$ cat config.mk
export PLATFORM = sky130hd
export DESIGN_NAME = dg_front_flat
export DESIGN_NICKNAME = d
export VERILOG_FILES = /design/src/dg_pkg.sv /design/src/dg_if.sv /design/src/dg_front.sv /design/src/flat_wrapper.sv
export SDC_FILE = /design/constraint.sdc
export NUM_CORES = 1
export LEC_CHECK = 0
export BUFFER_PORTS_ARGS = -buffer_cell sky130_fd_sc_hd__buf_2
export CAP_MARGIN = 20
export CORE_AREA = 2 2 251 253
export DETAILED_ROUTE_END_ITERATION = 10
export DIE_AREA = 0 0 253 255
export GPL_ROUTABILITY_DRIVEN = 0
export PLACE_DENSITY_LB_ADDON = 0.08
export SYNTH_ARGS = -nofsm -noshare
export SYNTH_HDL_FRONTEND = slang
export SYNTH_SLANG_ARGS = --single-unit
$ cat constraint.sdc
create_clock -name clk -period 3.3 [get_ports clk]
set_input_delay 0.66 -clock clk [delete_from_list [all_inputs] [get_ports clk]]
set_output_delay 0.66 -clock clk [all_outputs]
set_load 0.05 [all_outputs]
$ cat src/dg_pkg.sv
package dg_pkg;

  localparam int FRAC_BITS_DEF   = 16;
  localparam int QUEUE_DEPTH_DEF = 4;

  localparam int J_W     = 32;  // jacobian entry
  localparam int W_W     = 31;  // quadrature weight
  localparam int G_W     = 32;  // result entry
  localparam int P_W     = 64;  // product of two entries
  localparam int A_W     = 65;  // adjugate entry
  localparam int S_W     = 130; // adjugate dot product
  localparam int SM_W    = 129; // magnitude of a dot product
  localparam int DET_W   = 97;  // determinant
  localparam int DETM_W  = 96;  // determinant magnitude
  localparam int NUM_W   = W_W + SM_W;
  localparam int N_GEO   = 6;
  localparam int N_JAC   = 9;
  localparam int CFG_IDX_W = 1;
  localparam int CFG_W     = 2;

  localparam logic [CFG_IDX_W-1:0] CFG_DIMENSION = 1'd0;
  localparam logic [CFG_IDX_W-1:0] CFG_SPACE_DIM = 1'd1;
  localparam logic [CFG_W-1:0]     DIM_RESET     = 2'd3;

  // dimension + 10 * space_dimension
  localparam logic [5:0] PAIR_SCALE = 6'd10;
  localparam logic [5:0] PAIR_11    = 6'd11;
  localparam logic [5:0] PAIR_22    = 6'd22;
  localparam logic [5:0] PAIR_33    = 6'd33;

  localparam logic [1:0] ST_OK       = 2'd0;
  localparam logic [1:0] ST_BAD_DIM  = 2'd1;
  localparam logic [1:0] ST_ZERO_DET = 2'd2;
  localparam logic [1:0] ST_SAT      = 2'd3;

  // jacobian slots, column major: 11 21 31 12 22 32 13 23 33
  localparam int J11 = 0, J21 = 1, J31 = 2, J12 = 3, J22 = 4;
  localparam int J32 = 5, J13 = 6, J23 = 7, J33 = 8;

  // cofactor a_k = j[PA_X]*j[PA_Y] - j[PB_X]*j[PB_Y], rows a1*, a2*, a3*
  localparam int PA_X [N_JAC] = '{J22, J13, J12, J23, J11, J13, J21, J12, J11};
  localparam int PA_Y [N_JAC] = '{J33, J32, J23, J31, J33, J21, J32, J31, J22};
  localparam int PB_X [N_JAC] = '{J23, J12, J13, J21, J13, J11, J22, J11, J12};
  localparam int PB_Y [N_JAC] = '{J32, J33, J22, J33, J31, J23, J31, J32, J21};

  // upper triangle of adj * adj^T, row by row
  localparam int ROW_A [N_GEO] = '{0, 0, 0, 1, 1, 2};
  localparam int ROW_B [N_GEO] = '{0, 1, 2, 1, 2, 2};

  typedef enum logic [1:0] {
    MODE_BAD,
    MODE_1D,
    MODE_2D,
    MODE_3D
  } mode_t;

  typedef struct packed {
    logic [N_JAC-1:0][J_W-1:0] jac;
    logic [W_W-1:0]            weight;
    logic                      last;
    mode_t                     mode;
  } q_item_t;

  typedef struct packed {
    logic    valid;
    q_item_t item;
  } q_push_t;

  typedef struct packed {
    logic    valid;
    q_item_t item;
  } q_head_t;

  typedef struct packed {
    logic             last;
    logic [1:0]       pre;
    logic [N_GEO-1:0] sneg;
    logic             den_neg;
    logic [N_GEO-1:0] ovf;
  } dv_meta_t;

endpackage

$ cat src/dg_if.sv
interface dg_in_if;
  logic                valid;
  logic                ready;
  logic signed [31:0]  jac_11;
  logic signed [31:0]  jac_21;
  logic signed [31:0]  jac_31;
  logic signed [31:0]  jac_12;
  logic signed [31:0]  jac_22;
  logic signed [31:0]  jac_32;
  logic signed [31:0]  jac_13;
  logic signed [31:0]  jac_23;
  logic signed [31:0]  jac_33;
  logic        [30:0]  weight;
  logic                last_point;

  modport source(output valid, jac_11, jac_21, jac_31, jac_12, jac_22, jac_32,
                 jac_13, jac_23, jac_33, weight, last_point, input ready);
  modport sink(input valid, jac_11, jac_21, jac_31, jac_12, jac_22, jac_32,
               jac_13, jac_23, jac_33, weight, last_point, output ready);
endinterface


$ cat src/dg_front.sv
module dg_front (
  input  logic                          clk,
  input  logic                          rst_n,
  dg_in_if.sink                         in_ch,
  input  logic                          cfg_we,
  input  logic [dg_pkg::CFG_IDX_W-1:0]  cfg_idx,
  input  logic [dg_pkg::CFG_W-1:0]      cfg_wdata,
  input  logic                          q_full,
  output dg_pkg::q_push_t               q_push
);
  import dg_pkg::*;

  logic [CFG_W-1:0] dim_r, sdim_r;
  logic [5:0]       pair;
  mode_t            mode;

  always_ff @(posedge clk) begin
    if (!rst_n) begin
      dim_r  <= DIM_RESET;
      sdim_r <= DIM_RESET;
    end else if (cfg_we) begin
      if (cfg_idx == CFG_DIMENSION) dim_r  <= cfg_wdata;
      if (cfg_idx == CFG_SPACE_DIM) sdim_r <= cfg_wdata;
    end
  end

  assign pair = {4'd0, dim_r} + PAIR_SCALE * {4'd0, sdim_r};

  always_comb begin
    unique case (pair)
      PAIR_11: mode = MODE_1D;
      PAIR_22: mode = MODE_2D;
      PAIR_33: mode = MODE_3D;
      default: mode = MODE_BAD;
    endcase
  end

  assign in_ch.ready = !q_full;

  always_comb begin
    q_push.valid          = in_ch.valid && !q_full;
    q_push.item.jac[J11]  = in_ch.jac_11;
    q_push.item.jac[J21]  = in_ch.jac_21;
    q_push.item.jac[J31]  = in_ch.jac_31;
    q_push.item.jac[J12]  = in_ch.jac_12;
    q_push.item.jac[J22]  = in_ch.jac_22;
    q_push.item.jac[J32]  = in_ch.jac_32;
    q_push.item.jac[J13]  = in_ch.jac_13;
    q_push.item.jac[J23]  = in_ch.jac_23;
    q_push.item.jac[J33]  = in_ch.jac_33;
    q_push.item.weight    = in_ch.weight;
    q_push.item.last      = in_ch.last_point;
    q_push.item.mode      = mode;
  end

endmodule

$ cat src/flat_wrapper.sv
// flat-port wrapper written by rule: the top's interface ports become plain ports
module dg_front_flat import dg_pkg::*;
  (clk, rst_n, cfg_we, cfg_idx, cfg_wdata, q_full, q_push, in_ch_valid, in_ch_jac_11, in_ch_jac_21, in_ch_jac_31, in_ch_jac_12, in_ch_jac_22, in_ch_jac_32, in_ch_jac_13, in_ch_jac_23, in_ch_jac_33, in_ch_weight, in_ch_last_point, in_ch_ready);
  dg_in_if in_ch_i ();
  input  logic clk;
  input  logic rst_n;
  input  logic cfg_we;
  input  logic [dg_pkg::CFG_IDX_W-1:0] cfg_idx;
  input  logic [dg_pkg::CFG_W-1:0] cfg_wdata;
  input  logic q_full;
  output dg_pkg::q_push_t q_push;
  input wire logic [$bits(in_ch_i.valid)-1:0] in_ch_valid;
  input wire logic [$bits(in_ch_i.jac_11)-1:0] in_ch_jac_11;
  input wire logic [$bits(in_ch_i.jac_21)-1:0] in_ch_jac_21;
  input wire logic [$bits(in_ch_i.jac_31)-1:0] in_ch_jac_31;
  input wire logic [$bits(in_ch_i.jac_12)-1:0] in_ch_jac_12;
  input wire logic [$bits(in_ch_i.jac_22)-1:0] in_ch_jac_22;
  input wire logic [$bits(in_ch_i.jac_32)-1:0] in_ch_jac_32;
  input wire logic [$bits(in_ch_i.jac_13)-1:0] in_ch_jac_13;
  input wire logic [$bits(in_ch_i.jac_23)-1:0] in_ch_jac_23;
  input wire logic [$bits(in_ch_i.jac_33)-1:0] in_ch_jac_33;
  input wire logic [$bits(in_ch_i.weight)-1:0] in_ch_weight;
  input wire logic [$bits(in_ch_i.last_point)-1:0] in_ch_last_point;
  output wire logic [$bits(in_ch_i.ready)-1:0] in_ch_ready;
  assign in_ch_i.valid = in_ch_valid;
  assign in_ch_i.jac_11 = in_ch_jac_11;
  assign in_ch_i.jac_21 = in_ch_jac_21;
  assign in_ch_i.jac_31 = in_ch_jac_31;
  assign in_ch_i.jac_12 = in_ch_jac_12;
  assign in_ch_i.jac_22 = in_ch_jac_22;
  assign in_ch_i.jac_32 = in_ch_jac_32;
  assign in_ch_i.jac_13 = in_ch_jac_13;
  assign in_ch_i.jac_23 = in_ch_jac_23;
  assign in_ch_i.jac_33 = in_ch_jac_33;
  assign in_ch_i.weight = in_ch_weight;
  assign in_ch_i.last_point = in_ch_last_point;
  assign in_ch_ready = in_ch_i.ready;
  dg_front u_core (.clk(clk), .rst_n(rst_n), .in_ch(in_ch_i), .cfg_we(cfg_we), .cfg_idx(cfg_idx), .cfg_wdata(cfg_wdata), .q_full(q_full), .q_push(q_push));
endmodule
==> flow_summary_export.csv <==
group,metric,value,unit
clock_tree,numCtsBuffers,3,
global_routing,grt.overflow.total,0,
layout,antenna_cells,0,
layout,finish.net_count,378,
floorplan,core,62200,µm²
synth,synth_cell_types,17,
power_and_ir_drop,pwr-share-comb,0.187,
clock_tree,cts_tree,"yes",
setup_path,worstPathArrival,1.84,ns
job,cap_violations,0,
power_and_ir_drop,switchingPower,73.3,µW
clock_tree,cts_resized,0,
floorplan,pin_count,652,
global_routing,grt_pass1_wl,9080,µm
sta,skew,0,ns
synth,yosys_warnings,0,
synth,synth_flop_cell,"dfxtp_1",
sta,fin_tns_setup,0,ns
place,dp_slack,0.997,ns
power_and_ir_drop,internal_power,227,µW
clock_tree,clock_latency,0.22,ns
detailed_routing,antenna_left,0,
power_and_ir_drop,power.total,300,µW
sta,fmax,0.400,GHz
synth,syn-instance-count,352,
floorplan,start_util,0.0427,
clock_tree,cts_hold_buf,0,
synth,yosysSeqAreaShare,0.0302,
power_and_ir_drop,p_sw_frac,0.244,
power_and_ir_drop,pwr-share-clk,0.627,
place,io_buffer_count,11,
detailed_routing,avgRoutedWirePerCell,9.38,µm
sta,worst_pin_slew,0.260,ns
clock_tree,postCtsSetupRepairBufs,0,
synth,ys_ff_latch,4,
synth,synth_area,2660,µm²
synth,avgSynthCellArea,7.54,µm²
synth,ys_async_sr_fraction,0,
setup_path,required,2.64,ns
sta,slew_violations,0,
sta,final.setup.worst_slack,0.798,ns
sta,finalCritPeriodShare,0.758,
sta,grt_setup_unrepaired,"no",
global_routing,grt_antenna_before_repair,0,
synth,synth_edf_count,0,
clock_tree,cts_buffer_depth,2,
floorplan,die_height,255,µm
place,hpwl,6580,µm
power_and_ir_drop,leakagePower,0.000203,µW
sta,finalHoldViolCount,0,
floorplan,die_w,253,µm
global_routing,grt_max_degree,7,
outcome,outcome,"complete, no violations",
clock_tree,path_clk_slew,0.03,ns
sta,setup_viol,0,
sta,min_period,2.50,ns
synth,synth_nets,682,
power_and_ir_drop,pwr-share-seq,0.185,
detailed_routing,drcViolationCount,0,
setup_path,crit_type,"reg -> out",
detailed_routing,dr.first_iter.drc_count,26,
detailed_routing,drt-pass1-iter-count,2,
clock_tree,ctsRootBufferMaster,"clkbuf_16",
power_and_ir_drop,power_per_cell_area,217,nW/µm²
global_routing,grt_pass1_vias,970,
clock_tree,htreeDepth,1,
detailed_routing,via_count,788,
setup_path,critPathCaptureType,"output port",
power_and_ir_drop,ir_drop,0.195,mV
layout,area_growth,-47.9,%
setup_path,crit_path_max_fanout,6,
floorplan,dieArea,64500,µm²
floorplan,placementRows,92,
clock_tree,cts_num_sinks,4,
sta,slew_headroom,0.828,
layout,drive_above_1_share,0.326,
setup_path,start_kind,"flip-flop",
detailed_routing,drt-total-wl,7930,µm
detailed_routing,viasPerCell,0.933,
worst_hold_path,hold_class,"reg -> reg",
global_routing,grt.total_usage,0.0214,
layout,n_fill_cell,7478,
placed cells by master, fill, tap and decap left out:
cell | Yosys | routed
inv_1 | 3 | 3
nor3b_1 | 1 | 1
and2b_2 | 1 | 1
and4b_1 | 1 | 1
nand2b_1 | 2 | 2
mux2i_1 | 1 | 1
a31oi_1 | 1 | 1
o21ai_0 | 1 | 1
buf_2 | 0 | 11
nor2_1 | 1 | 1
nand2_1 | 6 | 6
dfxtp_1 | 4 | 4
nand3_1 | 3 | 3
nor2b_1 | 2 | 2
a22oi_1 | 1 | 1
o211ai_1 | 2 | 2
ha_1 | 2 | 2
clkbuf_16 | 0 | 3
power by group through the flow:
| stage | registers (µW) | logic, µW | clock network, µW |
|---|---|---|---|
| floorplan | 54.9 | 1090 | 0 |
| global placement | 56.5 | 57.6 | 0 |
| detailed placement | 56.4 | 57.5 | 0 |
| CTS | 55.8 | 57.9 | 192 |
| global route | 56.1 | 62.4 | 195 |
| finish | 55.5 | 56.2 | 188 |
worst paths after layout:
path / end / from / slack (ns) / depth (start not counted)
worst min-delay path: u_core.dim_r[1] / u_core.dim_r[1] / 0.51 / 2
worst min register to register: u_core.dim_r[1] / u_core.dim_r[1] / 0.51 / 2
worst max register to register: u_core.sdim_r[1] / u_core.sdim_r[1] / 2.65 / 2
worst max-delay path: q_push[0] / u_core.sdim_r[0] / 0.80 / 6
worst max-delay path: stages (launching register included):
cell and delay [ns]:
dfxtp_1 0.35, ha_1 0.24, ha_1 0.27, and2b_2 0.23, nand2_1 0.05, o21ai_0 0.18
buf_2 0.30
registers in the layout, summed over array words and instances (netlist names):
register / cells
u_core.dim_r: 2
u_core.sdim_r: 2
cells by family (layout without fill, tap and decap cells):
logic type | after synthesis | in the layout | synth area share
buffers and inverters | 323 | 17 | 0.909
AND/OR/NAND/NOR | 17 | 17 | 0.0349
AO/OA/AOI/OAI | 5 | 5 | 0.0127
flip-flops | 4 | 4 | 0.0302
adder cells (fa/ha/maj) | 2 | 2 | 0.00942
multiplexers | 1 | 1 | 0.00377
cells in the mapped netlist, drive strengths merged (2+ instances only):
master	count	area share
buf	320	0.90
dfxtp	4	0.030
ha	2	0.0094
inv	3	0.0042
nand2	6	0.0085
nand2b	2	0.0047
nand3	3	0.0057
nor2b	2	0.0047
o211ai	2	0.0057
through the flow:
step	hold slack, ns	instance area [µm²]	util	std cells
after CTS	0.517	1380	0.0222	845
after global placement	0.514	1310	0.0210	842
after global routing	0.567	1380	0.0222	845
after floorplan	0.457	2660	-	352
after detailed placement	0.512	1310	0.0210	842
final	0.511	1380	0.0222	845
layer usage:
metal,GRT usage,part of all wire,vias to the layer above
met3,0.0307,0.32,138
met1,0.00319,0.071,221
met2,0.0256,0.37,289
li1,-,-,140
met5,0,0,-
met4,0.0517,0.23,0
layout make-up:
| type | count | area (µm²) | area share |
|---|---|---|---|
| flip-flops and latches | 4 | 80.1 | 0.0579 |
| well taps | 799 | 1000 | 0.723 |
| inverters | 3 | 11.3 | 0.00814 |
| clock buffers | 3 | 75.1 | 0.0543 |
| multi-input cells | 25 | 161 | 0.117 |
| repair buffers | 11 | 55.1 | 0.0398 |
Note: power is estimated with default switching activity, not from simulation.
